$ cat src/rtl/core/assert_macros.svh
// ----------------------------------------------------------------------------
// Assertion macros
// Shared concurrent assertion forms for the noise hash core.
// ----------------------------------------------------------------------------
`ifndef ASSERT_MACROS_SVH
`define ASSERT_MACROS_SVH

// Implication or plain property, checked out of reset.
`define SVNH_ASSERT(lbl, clk, rst_n, prop, msg) \
	lbl: assert property (@(posedge clk) disable iff (!rst_n) prop) else $error(msg);

// Condition that must never be seen out of reset.
`define SVNH_NEVER(lbl, clk, rst_n, cond, msg) \
	lbl: assert property (@(posedge clk) disable iff (!rst_n) !(cond)) else $error(msg);

`endif

$ cat src/rtl/core/svnh_pkg.sv
// ----------------------------------------------------------------------------
// svnh_pkg
// Types, constants and the control store of the smoothed value noise core.
// ----------------------------------------------------------------------------
package svnh_pkg;

	// Ring limit and the width of a ring number.
	localparam int unsigned MAX_RINGS = 7;
	localparam int unsigned RING_W    = $clog2(MAX_RINGS + 1);

	// Datapath widths.
	localparam int unsigned COORD_W = 32;
	localparam int unsigned PRIME_W = 31;
	localparam int unsigned OUT_W   = 48;
	localparam int unsigned SH_W    = 4;
	localparam int unsigned PC_W    = 4;
	localparam int unsigned IDX_W   = 2;

	// Q2.30 one, and the output scale shift for the center point.
	localparam logic [COORD_W-1:0] VAL_ONE   = 32'h4000_0000;
	localparam logic [SH_W-1:0]    SH_CENTER = 4'd14;
	localparam logic [SH_W-1:0]    SH_SIDE0  = 4'd15;

	// Reset values of the configuration registers.
	localparam logic [RING_W-1:0]  RING_RESET = 3'd1;
	localparam logic [PRIME_W-1:0] PA_RESET   = 31'd15731;
	localparam logic [PRIME_W-1:0] PB_RESET   = 31'd789221;
	localparam logic [PRIME_W-1:0] PC_RESET   = 31'd1376312589;

	// Configuration register indexes.
	localparam logic [IDX_W-1:0] REG_RING_COUNT = 2'd0;
	localparam logic [IDX_W-1:0] REG_PRIME_A    = 2'd1;
	localparam logic [IDX_W-1:0] REG_PRIME_B    = 2'd2;
	localparam logic [IDX_W-1:0] REG_PRIME_C    = 2'd3;

	// Program addresses.
	localparam logic [PC_W-1:0] PC_IDLE       = 4'd0;
	localparam logic [PC_W-1:0] PC_CENTER     = 4'd1;
	localparam logic [PC_W-1:0] PC_RING_FIRST = 4'd2;
	localparam logic [PC_W-1:0] PC_RING_2     = 4'd3;
	localparam logic [PC_W-1:0] PC_RING_3     = 4'd4;
	localparam logic [PC_W-1:0] PC_RING_4     = 4'd5;
	localparam logic [PC_W-1:0] PC_RING_5     = 4'd6;
	localparam logic [PC_W-1:0] PC_RING_6     = 4'd7;
	localparam logic [PC_W-1:0] PC_RING_7     = 4'd8;
	localparam logic [PC_W-1:0] PC_RING_LAST  = 4'd9;
	localparam logic [PC_W-1:0] PC_DRAIN      = 4'd10;

	// Coordinate offset applied to one axis.
	typedef enum logic [1:0] {
		OFF_ZERO,
		OFF_PLUS,
		OFF_MINUS
	} off_sel_t;

	// Weight class of a sampled point.
	typedef enum logic [1:0] {
		WCLS_CENTER,
		WCLS_SIDE,
		WCLS_DIAG
	} wcls_t;

	// Jump conditions of the sequencer.
	typedef enum logic [2:0] {
		COND_NEVER,
		COND_START,
		COND_NO_RINGS,
		COND_RING_MORE,
		COND_DONE
	} cond_t;

	// One control word.
	typedef struct packed {
		logic            issue;
		off_sel_t        dx;
		off_sel_t        dy;
		wcls_t           wcls;
		cond_t           cond;
		logic            hold;
		logic [PC_W-1:0] target;
	} ucode_t;

	// Point request into the hash pipeline.
	typedef struct packed {
		logic               valid;
		logic [COORD_W-1:0] px;
		logic [COORD_W-1:0] py;
		logic [SH_W-1:0]    shift;
	} point_req_t;

	// Hashed point value out of the pipeline.
	typedef struct packed {
		logic               valid;
		logic [COORD_W-1:0] value;
		logic [SH_W-1:0]    shift;
		logic               busy;
	} point_res_t;

	// Word builder keeps the control store readable.
	function automatic ucode_t uw(logic iss, off_sel_t dx, off_sel_t dy, wcls_t wc,
			cond_t cnd, logic hld, logic [PC_W-1:0] tgt);
		ucode_t w;
		w.issue  = iss;
		w.dx     = dx;
		w.dy     = dy;
		w.wcls   = wc;
		w.cond   = cnd;
		w.hold   = hld;
		w.target = tgt;
		return w;
	endfunction

	// Control store: idle, center, eight ring points with a loop, drain.
	function automatic ucode_t ucode_rom(logic [PC_W-1:0] pc);
		ucode_t w;
		unique case (pc)
			PC_IDLE:       w = uw(1'b0, OFF_ZERO, OFF_ZERO, WCLS_CENTER,
					COND_START, 1'b1, PC_CENTER);
			PC_CENTER:     w = uw(1'b1, OFF_ZERO, OFF_ZERO, WCLS_CENTER,
					COND_NO_RINGS, 1'b0, PC_DRAIN);
			PC_RING_FIRST: w = uw(1'b1, OFF_PLUS, OFF_ZERO, WCLS_SIDE,
					COND_NEVER, 1'b0, PC_IDLE);
			PC_RING_2:     w = uw(1'b1, OFF_MINUS, OFF_ZERO, WCLS_SIDE,
					COND_NEVER, 1'b0, PC_IDLE);
			PC_RING_3:     w = uw(1'b1, OFF_ZERO, OFF_PLUS, WCLS_SIDE,
					COND_NEVER, 1'b0, PC_IDLE);
			PC_RING_4:     w = uw(1'b1, OFF_ZERO, OFF_MINUS, WCLS_SIDE,
					COND_NEVER, 1'b0, PC_IDLE);
			PC_RING_5:     w = uw(1'b1, OFF_MINUS, OFF_MINUS, WCLS_DIAG,
					COND_NEVER, 1'b0, PC_IDLE);
			PC_RING_6:     w = uw(1'b1, OFF_PLUS, OFF_MINUS, WCLS_DIAG,
					COND_NEVER, 1'b0, PC_IDLE);
			PC_RING_7:     w = uw(1'b1, OFF_MINUS, OFF_PLUS, WCLS_DIAG,
					COND_NEVER, 1'b0, PC_IDLE);
			PC_RING_LAST:  w = uw(1'b1, OFF_PLUS, OFF_PLUS, WCLS_DIAG,
					COND_RING_MORE, 1'b0, PC_RING_FIRST);
			PC_DRAIN:      w = uw(1'b0, OFF_ZERO, OFF_ZERO, WCLS_CENTER,
					COND_DONE, 1'b1, PC_IDLE);
			default:       w = uw(1'b0, OFF_ZERO, OFF_ZERO, WCLS_CENTER,
					COND_NEVER, 1'b0, PC_IDLE);
		endcase
		return w;
	endfunction

endpackage

$ cat src/rtl/core/smoothed_value_noise_hash_core.sv
// The input is stalled while a walk is under way, so one coordinate pair is worked at a time.
// The walk is paced by the shared hash pipeline, which takes one lattice point per cycle,
// plus its five-stage drain before the sum is final.
// Reset: arst_n clears the sequencer and valid bits and loads the register defaults.
// ----------------------------------------------------------------------------
// smoothed_value_noise_hash_core
// Microcoded sequencer that walks the center and rings through a shared hash
// pipeline and accumulates the weighted point values exactly.
// ----------------------------------------------------------------------------
`include "assert_macros.svh"

module smoothed_value_noise_hash_core (
	input  logic                                 clk,
	input  logic                                 arst_n,
	input  logic                                 in_valid,
	output logic                                 in_stall,
	input  logic signed [svnh_pkg::COORD_W-1:0]  coord_x,
	input  logic signed [svnh_pkg::COORD_W-1:0]  coord_y,
	output logic                                 out_valid,
	input  logic                                 out_stall,
	output logic signed [svnh_pkg::OUT_W-1:0]    noise_value,
	input  logic                                 cfg_valid,
	output logic                                 cfg_ready,
	input  logic [svnh_pkg::IDX_W-1:0]           cfg_index,
	input  logic [svnh_pkg::PRIME_W-1:0]         cfg_data
);

	logic [svnh_pkg::RING_W-1:0]   ring_count_q, ring_q;
	logic [svnh_pkg::PRIME_W-1:0]  prime_a_q, prime_b_q, prime_c_q;
	logic [svnh_pkg::COORD_W-1:0]  x_q, y_q, ring_ext;
	logic [svnh_pkg::PC_W-1:0]     pc_q, pc_nxt;
	logic [svnh_pkg::OUT_W-1:0]    acc_q, out_q, contrib;
	logic                          out_valid_q;
	logic                          in_xfer, cfg_xfer, jump, do_start, do_ring, do_done;
	svnh_pkg::ucode_t              uc;
	svnh_pkg::point_req_t          req;
	svnh_pkg::point_res_t          res;

	assign cfg_ready = 1'b1;
	assign cfg_xfer  = cfg_valid & cfg_ready;
	assign in_stall  = (pc_q != svnh_pkg::PC_IDLE);
	assign in_xfer   = in_valid & ~in_stall;

	// Configuration registers.
	always_ff @(posedge clk or negedge arst_n) begin
		if (!arst_n) begin
			ring_count_q <= svnh_pkg::RING_RESET;
			prime_a_q    <= svnh_pkg::PA_RESET;
			prime_b_q    <= svnh_pkg::PB_RESET;
			prime_c_q    <= svnh_pkg::PC_RESET;
		end else if (cfg_xfer) begin
			unique case (cfg_index)
				svnh_pkg::REG_RING_COUNT: ring_count_q <= cfg_data[svnh_pkg::RING_W-1:0];
				svnh_pkg::REG_PRIME_A:    prime_a_q    <= cfg_data;
				svnh_pkg::REG_PRIME_B:    prime_b_q    <= cfg_data;
				svnh_pkg::REG_PRIME_C:    prime_c_q    <= cfg_data;
				default: ;
			endcase
		end
	end

	// Fetch the control word and resolve its jump condition.
	always_comb begin
		uc   = svnh_pkg::ucode_rom(pc_q);
		jump = 1'b0;
		unique case (uc.cond)
			svnh_pkg::COND_NEVER:     jump = 1'b0;
			svnh_pkg::COND_START:     jump = in_xfer;
			svnh_pkg::COND_NO_RINGS:  jump = (ring_count_q == '0);
			svnh_pkg::COND_RING_MORE: jump = (ring_q < ring_count_q);
			svnh_pkg::COND_DONE:      jump = ~res.busy & (~out_valid_q | ~out_stall);
			default:                  jump = 1'b0;
		endcase
		if (jump) begin
			pc_nxt = uc.target;
		end else if (uc.hold) begin
			pc_nxt = pc_q;
		end else begin
			pc_nxt = pc_q + 1'b1;
		end
		do_start = jump & (uc.cond == svnh_pkg::COND_START);
		do_ring  = jump & (uc.cond == svnh_pkg::COND_RING_MORE);
		do_done  = jump & (uc.cond == svnh_pkg::COND_DONE);
	end

	// Point request: offsets of the current ring and the weight shift.
	always_comb begin
		ring_ext  = {{(svnh_pkg::COORD_W - svnh_pkg::RING_W){1'b0}}, ring_q};
		req.valid = uc.issue;
		case (uc.dx)
			svnh_pkg::OFF_PLUS:  req.px = x_q + ring_ext;
			svnh_pkg::OFF_MINUS: req.px = x_q - ring_ext;
			default:             req.px = x_q;
		endcase
		case (uc.dy)
			svnh_pkg::OFF_PLUS:  req.py = y_q + ring_ext;
			svnh_pkg::OFF_MINUS: req.py = y_q - ring_ext;
			default:             req.py = y_q;
		endcase
		case (uc.wcls)
			svnh_pkg::WCLS_SIDE: req.shift = svnh_pkg::SH_SIDE0 - {ring_q, 1'b0};
			svnh_pkg::WCLS_DIAG: req.shift = svnh_pkg::SH_CENTER - {ring_q, 1'b0};
			default:             req.shift = svnh_pkg::SH_CENTER;
		endcase
	end

	svnh_hash_pipe u_hash (
		.clk     (clk),
		.arst_n  (arst_n),
		.prime_a (prime_a_q),
		.prime_b (prime_b_q),
		.prime_c (prime_c_q),
		.req     (req),
		.res     (res)
	);

	// Sign-extended point value scaled to 46 fractional bits.
	assign contrib = {{(svnh_pkg::OUT_W - svnh_pkg::COORD_W){res.value[svnh_pkg::COORD_W-1]}},
			res.value} << res.shift;

	// Sequencer state and output valid.
	always_ff @(posedge clk or negedge arst_n) begin
		if (!arst_n) begin
			pc_q        <= svnh_pkg::PC_IDLE;
			ring_q      <= svnh_pkg::RING_RESET;
			out_valid_q <= 1'b0;
		end else begin
			pc_q <= pc_nxt;
			if (do_start) begin
				ring_q <= svnh_pkg::RING_W'(1);
			end else if (do_ring) begin
				ring_q <= ring_q + 1'b1;
			end
			if (do_done) begin
				out_valid_q <= 1'b1;
			end else if (~out_stall) begin
				out_valid_q <= 1'b0;
			end
		end
	end

	// Coordinates, accumulator and output register.
	always_ff @(posedge clk) begin
		if (do_start) begin
			x_q   <= coord_x;
			y_q   <= coord_y;
			acc_q <= '0;
		end else if (res.valid) begin
			acc_q <= acc_q + contrib;
		end
		if (do_done) begin
			out_q <= acc_q;
		end
	end

	assign out_valid   = out_valid_q;
	assign noise_value = out_q;

	`SVNH_ASSERT(a_idle_pipe_empty, clk, arst_n, (pc_q == svnh_pkg::PC_IDLE) |-> !res.busy, "hash pipeline busy while idle")
	`SVNH_ASSERT(a_done_after_drain, clk, arst_n, do_done |-> (!res.valid && !u_hash.res.busy), "result loaded before drain")
	`SVNH_NEVER(a_ring_nonzero, clk, arst_n, (pc_q != svnh_pkg::PC_IDLE) && (ring_q == '0), "ring number zero during a walk")

endmodule

$ cat src/rtl/core/svnh_hash_pipe.sv
// ----------------------------------------------------------------------------
// svnh_hash_pipe
// Five-stage pipelined lattice hash: one point in per cycle, Q2.30 value out.
// ----------------------------------------------------------------------------
`include "assert_macros.svh"

module svnh_hash_pipe (
	input  logic                              clk,
	input  logic                              arst_n,
	input  logic [svnh_pkg::PRIME_W-1:0]      prime_a,
	input  logic [svnh_pkg::PRIME_W-1:0]      prime_b,
	input  logic [svnh_pkg::PRIME_W-1:0]      prime_c,
	input  svnh_pkg::point_req_t              req,
	output svnh_pkg::point_res_t              res
);

	logic                             vld_s1, vld_s2, vld_s3, vld_s4, vld_s5;
	logic [svnh_pkg::COORD_W-1:0]     px_s1, py_s1;
	logic [svnh_pkg::COORD_W-1:0]     n_s2, n_s3, n_s4;
	logic [svnh_pkg::COORD_W-1:0]     sq_s3, u_s4, v_s5;
	logic [svnh_pkg::SH_W-1:0]        sh_s1, sh_s2, sh_s3, sh_s4, sh_s5;
	logic [svnh_pkg::COORD_W-1:0]     n_mix, n_lin, sq_nxt, u_nxt, t_nxt;

	// Linear combination px + 57*py, then the shift-xor mix.
	assign n_lin = px_s1 + (py_s1 << 6) - (py_s1 << 3) + py_s1;
	assign n_mix = n_lin ^ (n_lin << 13);

	// Products keep their low 32 bits, as the hash wraps.
	assign sq_nxt = 32'(n_s2 * n_s2);
	assign u_nxt  = 32'(sq_s3 * {1'b0, prime_a}) + {1'b0, prime_b};
	assign t_nxt  = 32'(u_s4 * n_s4) + {1'b0, prime_c};

	// Valid bits of the stages.
	always_ff @(posedge clk or negedge arst_n) begin
		if (!arst_n) begin
			vld_s1 <= 1'b0;
			vld_s2 <= 1'b0;
			vld_s3 <= 1'b0;
			vld_s4 <= 1'b0;
			vld_s5 <= 1'b0;
		end else begin
			vld_s1 <= req.valid;
			vld_s2 <= vld_s1;
			vld_s3 <= vld_s2;
			vld_s4 <= vld_s3;
			vld_s5 <= vld_s4;
		end
	end

	// Stage payloads; the last stage maps the 31-bit hash to 1 - m/2^30.
	always_ff @(posedge clk) begin
		px_s1 <= req.px;
		py_s1 <= req.py;
		sh_s1 <= req.shift;
		n_s2  <= n_mix;
		sh_s2 <= sh_s1;
		sq_s3 <= sq_nxt;
		n_s3  <= n_s2;
		sh_s3 <= sh_s2;
		u_s4  <= u_nxt;
		n_s4  <= n_s3;
		sh_s4 <= sh_s3;
		v_s5  <= svnh_pkg::VAL_ONE - {1'b0, t_nxt[30:0]};
		sh_s5 <= sh_s4;
	end

	assign res.valid = vld_s5;
	assign res.value = v_s5;
	assign res.shift = sh_s5;
	assign res.busy  = vld_s1 | vld_s2 | vld_s3 | vld_s4 | vld_s5;

	`SVNH_ASSERT(a_res_follows_req, clk, arst_n, res.valid |-> $past(req.valid, 5), "result without request")
	`SVNH_ASSERT(a_shift_range, clk, arst_n, res.valid |-> (res.shift <= svnh_pkg::SH_CENTER), "weight shift out of range")
	`SVNH_ASSERT(a_value_range, clk, arst_n, res.valid |-> ($signed(res.value) <= $signed(svnh_pkg::VAL_ONE)), "point value above one")

endmodule

$ cat config.mk
export PLATFORM = sky130hd
export DESIGN_NAME = smoothed_value_noise_hash_core
export DESIGN_NICKNAME = d
export VERILOG_FILES = /design/src/rtl/core/svnh_pkg.sv /design/src/rtl/core/smoothed_value_noise_hash_core.sv /design/src/rtl/core/svnh_hash_pipe.sv
export VERILOG_INCLUDE_DIRS = /design/src /design/src/rtl/core
export SDC_FILE = /design/constraint.sdc
export NUM_CORES = 2
export LEC_CHECK = 0
export ABC_AREA = 1
export BUFFER_PORTS_ARGS = -buffer_cell sky130_fd_sc_hd__buf_2
export CORE_AREA = 2 2 325 456
export CTS_CLUSTER_DIAMETER = 40
export DETAILED_ROUTE_END_ITERATION = 10
export DIE_AREA = 0 0 327 458
export MAX_ROUTING_LAYER = met4
export PLACE_DENSITY = 0.76
export SLEW_MARGIN = 0
export SYNTH_ARGS = -nofsm -noshare
export SYNTH_HDL_FRONTEND = slang
export SYNTH_SLANG_ARGS = --single-unit
$ cat constraint.sdc
create_clock -name clk -period 19.8 [get_ports clk]
set_input_delay 0.99 -clock clk [delete_from_list [all_inputs] [get_ports clk]]
set_output_delay 0.99 -clock clk [all_outputs]
set_load 0.005 [all_outputs]
==> impl_metrics.yaml <==
setup_path:
  worstSetupEndpointType: "flip-flop"
  max_stage_delay_ps: 1110
  slowest_stage: "dfxtp_1"
  cp-startpoint: "u_hash.u_s4[11]$_DFF_P_"
  critPathTopFamily: "adder cells"
  reg2reg_to: "u_hash.v_s5[30]$_DFF_P_"
  cp_max_fo: 20
  cp.required_ps: 20440
  arrival_ps: 9000
  rr_startpoint: "u_hash.u_s4[11]$_DFF_P_"
  rr_worst_depth: 27
  start_kind: "flip-flop"
  critical_path_class: "flip-flop to flip-flop"
  r2r_slack_ps: 11440
  cp_common_cell: "fa_1"
  critical_path_buf_inv_count: 5
clock_tree:
  post_cts_resized: 0
  root_buffer: "clkbuf_16"
  cts_buffers: 83
  cts_tree: "built"
  cts.path.max_buffers: 3
  hold_buffers: 0
  clk_pin_slew_ps: 60
  htreeDepth: 3
  clock-sinks: 534
  clock_latency_ps: 700
  cts_setup_buffers: 0
global_route:
  grt.overflow.total: 0
  antenna_found_initial: 4
  grt_pass1_wl_um: 323000
  first_global_vias: 62100
  grt_util_all_layers_pct: 28.3
  grt_max_degree: 73
sta:
  fin_crit_sh_pct: 42.2
  drv_slew: 0
  setup_ws_ps: 11440
  rsz0062_at_grt: "no"
  fin_setup_tns_ps: 0
  fin_crit_ps: 8360
  relSlewSlack_pct: 20.1
  whs_ps: 135
  finalHoldViolations: 0
  timing.clock.skew_ps: 37.9
  setup_viol: 0
  fmax_ghz: 0.120
  worstMarginPinSlew_ps: 1200
finish:
  regArea_um2: 12400
  multi_input_area_um2: 49900
  mostFrequentLayoutCell: "inv_1"
  mostFrequentLayoutCells: "inv_1 (2405), nand2_1 (2224), fa_1 (1194)"
  stdcell_count: 11100
  syn2layout_area_growth_pct: 7.64
  drive_above_1_share_pct: 5.54
  nets: 10900
  fillerInstances: 13200
routing:
  antenna_left: 0
  first_pass_iters: 8
  drtIter0Drc: 3997
  wl_per_cell_um: 18.1
  viasPerCell: 5.26
  vias: 58200
  drc: 0
  wl_um: 201000
synth:
  syn_avg_cell_area_um2: 8.00
  yosys-top-cells-area: "fa_1 (33%), inv_1 (12%), nand2_1 (12%)"
  synth.yosys.seq_area_share_pct: 17.1
  async_flop_share_pct: 20.4
  synth_area_um2: 72500
  syn_inst: 9066
  yosysTopAreaCellShare_pct: 33.0
  synthFlopType: "dfxtp_1"
  yosys_register_bits: 534
  synth_edf_count: 110
  synth_largest_area_cell: "fa_1"
  yosys_warnings: 0
  synth_cell_types: 65
die:
  row_count: 166
  die_h_um: 458
  die_w_um: 327
  boundaryPins: 153
  start_util_pct: 49.8
  core_um2: 146000
  dieArea_um2: 150000
outcome:
  status: "completed"
min_path:
  hold_class: "primary input to async pin"
placement:
  post-dp-hpwl_um: 159000
  dp.cells: 10900
  place.gp.congestion: 0.999
  post-place-ws_ps: 11590
  io_buffers: 149
run:
  maxCapViolCount: 0
## worst register-to-register path, stage by stage, from the launching register on
cell and delay, ps:
dfxtp_1 1110, nand2_1 110, inv_1 130, fa_1 480, fa_1 470, fa_1 550
inv_1 50, fa_1 510, inv_1 70, fa_1 500, inv_1 60, fa_1 540
inv_1 50, fa_1 500, fa_1 440, ha_1 390, a21oi_1 260, o21ai_0 210
nor2_1 140, nand2_1 140, a21oi_1 210, xor2_1 410, nand2_1 90, nor2_1 210
nand2_1 80, nor3_1 330, nand3_1 130, nand2_1 130
## cells by family (layout without fill, tap and decap cells)
family / count (synthesis) / after routing / share of synthesized area [%]
DFF: 534 / 534 / 17.1
adders and majority gates: 1734 / 1734 / 42.3
AOI/OAI and AO/OA: 850 / 850 / 6.49
xor gates and xnor gates: 297 / 297 / 3.59
and+or+nand+nor: 2915 / 2915 / 16.3
other: 2 / 12 / 0.0104
muxes: 5 / 5 / 0.0690
buffers and inverters: 2729 / 2802 / 14.2
## worst max-delay path by stage
stage / endpoint / cells past startpoint / slack [ps]
finish: u_hash.v_s5[30]$_DFF_P_ / 27 / 11440
global route: u_hash.v_s5[30]$_DFF_P_ / 27 / 11100
CTS: u_hash.v_s5[30]$_DFF_P_ / 27 / 11540
detailed placement: u_hash.v_s5[30]$_DFF_P_ / 27 / 11590
global placement: u_hash.v_s5[30]$_DFF_P_ / 29 / 11600
floorplan: u_hash.u_s4[27]$_DFF_P_ / 26 / 12900
## layer usage
layer / track usage (%) / part of all wire [%] / up-vias
li1: - / - / 26800
met1: 32.2 / 37 / 28500
met2: 48.4 / 50 / 2285
met3: 3.50 / 6.5 / 735
met4: 15.6 / 6.5 / 0
met5: - / 0 / -
## per-stage QoR
step	instance area (um2)	utilization, %
floorplan	72500	-
global placement	75100	51.6
detailed placement	75100	51.6
CTS	78000	53.6
global route	78000	53.6
finish	78000	53.6
## cells in the mapped netlist (6+ instances only)
master / count
a211oi_1: 7
a21boi_0: 6
a21o_1: 25
a21oi_1: 292
a31oi_1: 33
buf_1: 35
buf_2: 15
clkbuf_1: 256
dfrtp_1: 75
dfstp_2: 34
dfxtp_1: 315
edfxtp_1: 110
fa_1: 1194
ha_1: 540
inv_1: 2406
inv_2: 13
nand2_1: 2224
nand2_2: 10
nand3_1: 235
nand3b_1: 12
nand4_1: 39
nor2_1: 260
nor3_1: 48
nor4_1: 17
o211ai_1: 17
o21a_1: 17
o21ai_0: 363
o21ai_1: 13
o21bai_1: 42
o221ai_1: 11
or2_1: 6
or2_2: 38
xnor2_1: 149
xor2_1: 148
## area by class of cell
cell class | count | area share [%]
Sequential cell | 534 | 15.9
Clock inverter | 61 | 0.951
Antenna cell | 4 | 0.0128
Multi-Input combinational cell | 5809 | 63.9
Timing Repair Buffer | 225 | 1.69
Clock buffer | 95 | 2.78
Tap cell | 1932 | 3.10
Inverter | 2421 | 11.6
Power is not shown: default switching activity piles up to over one toggle a cycle in this logic, so the estimate is an artifact.
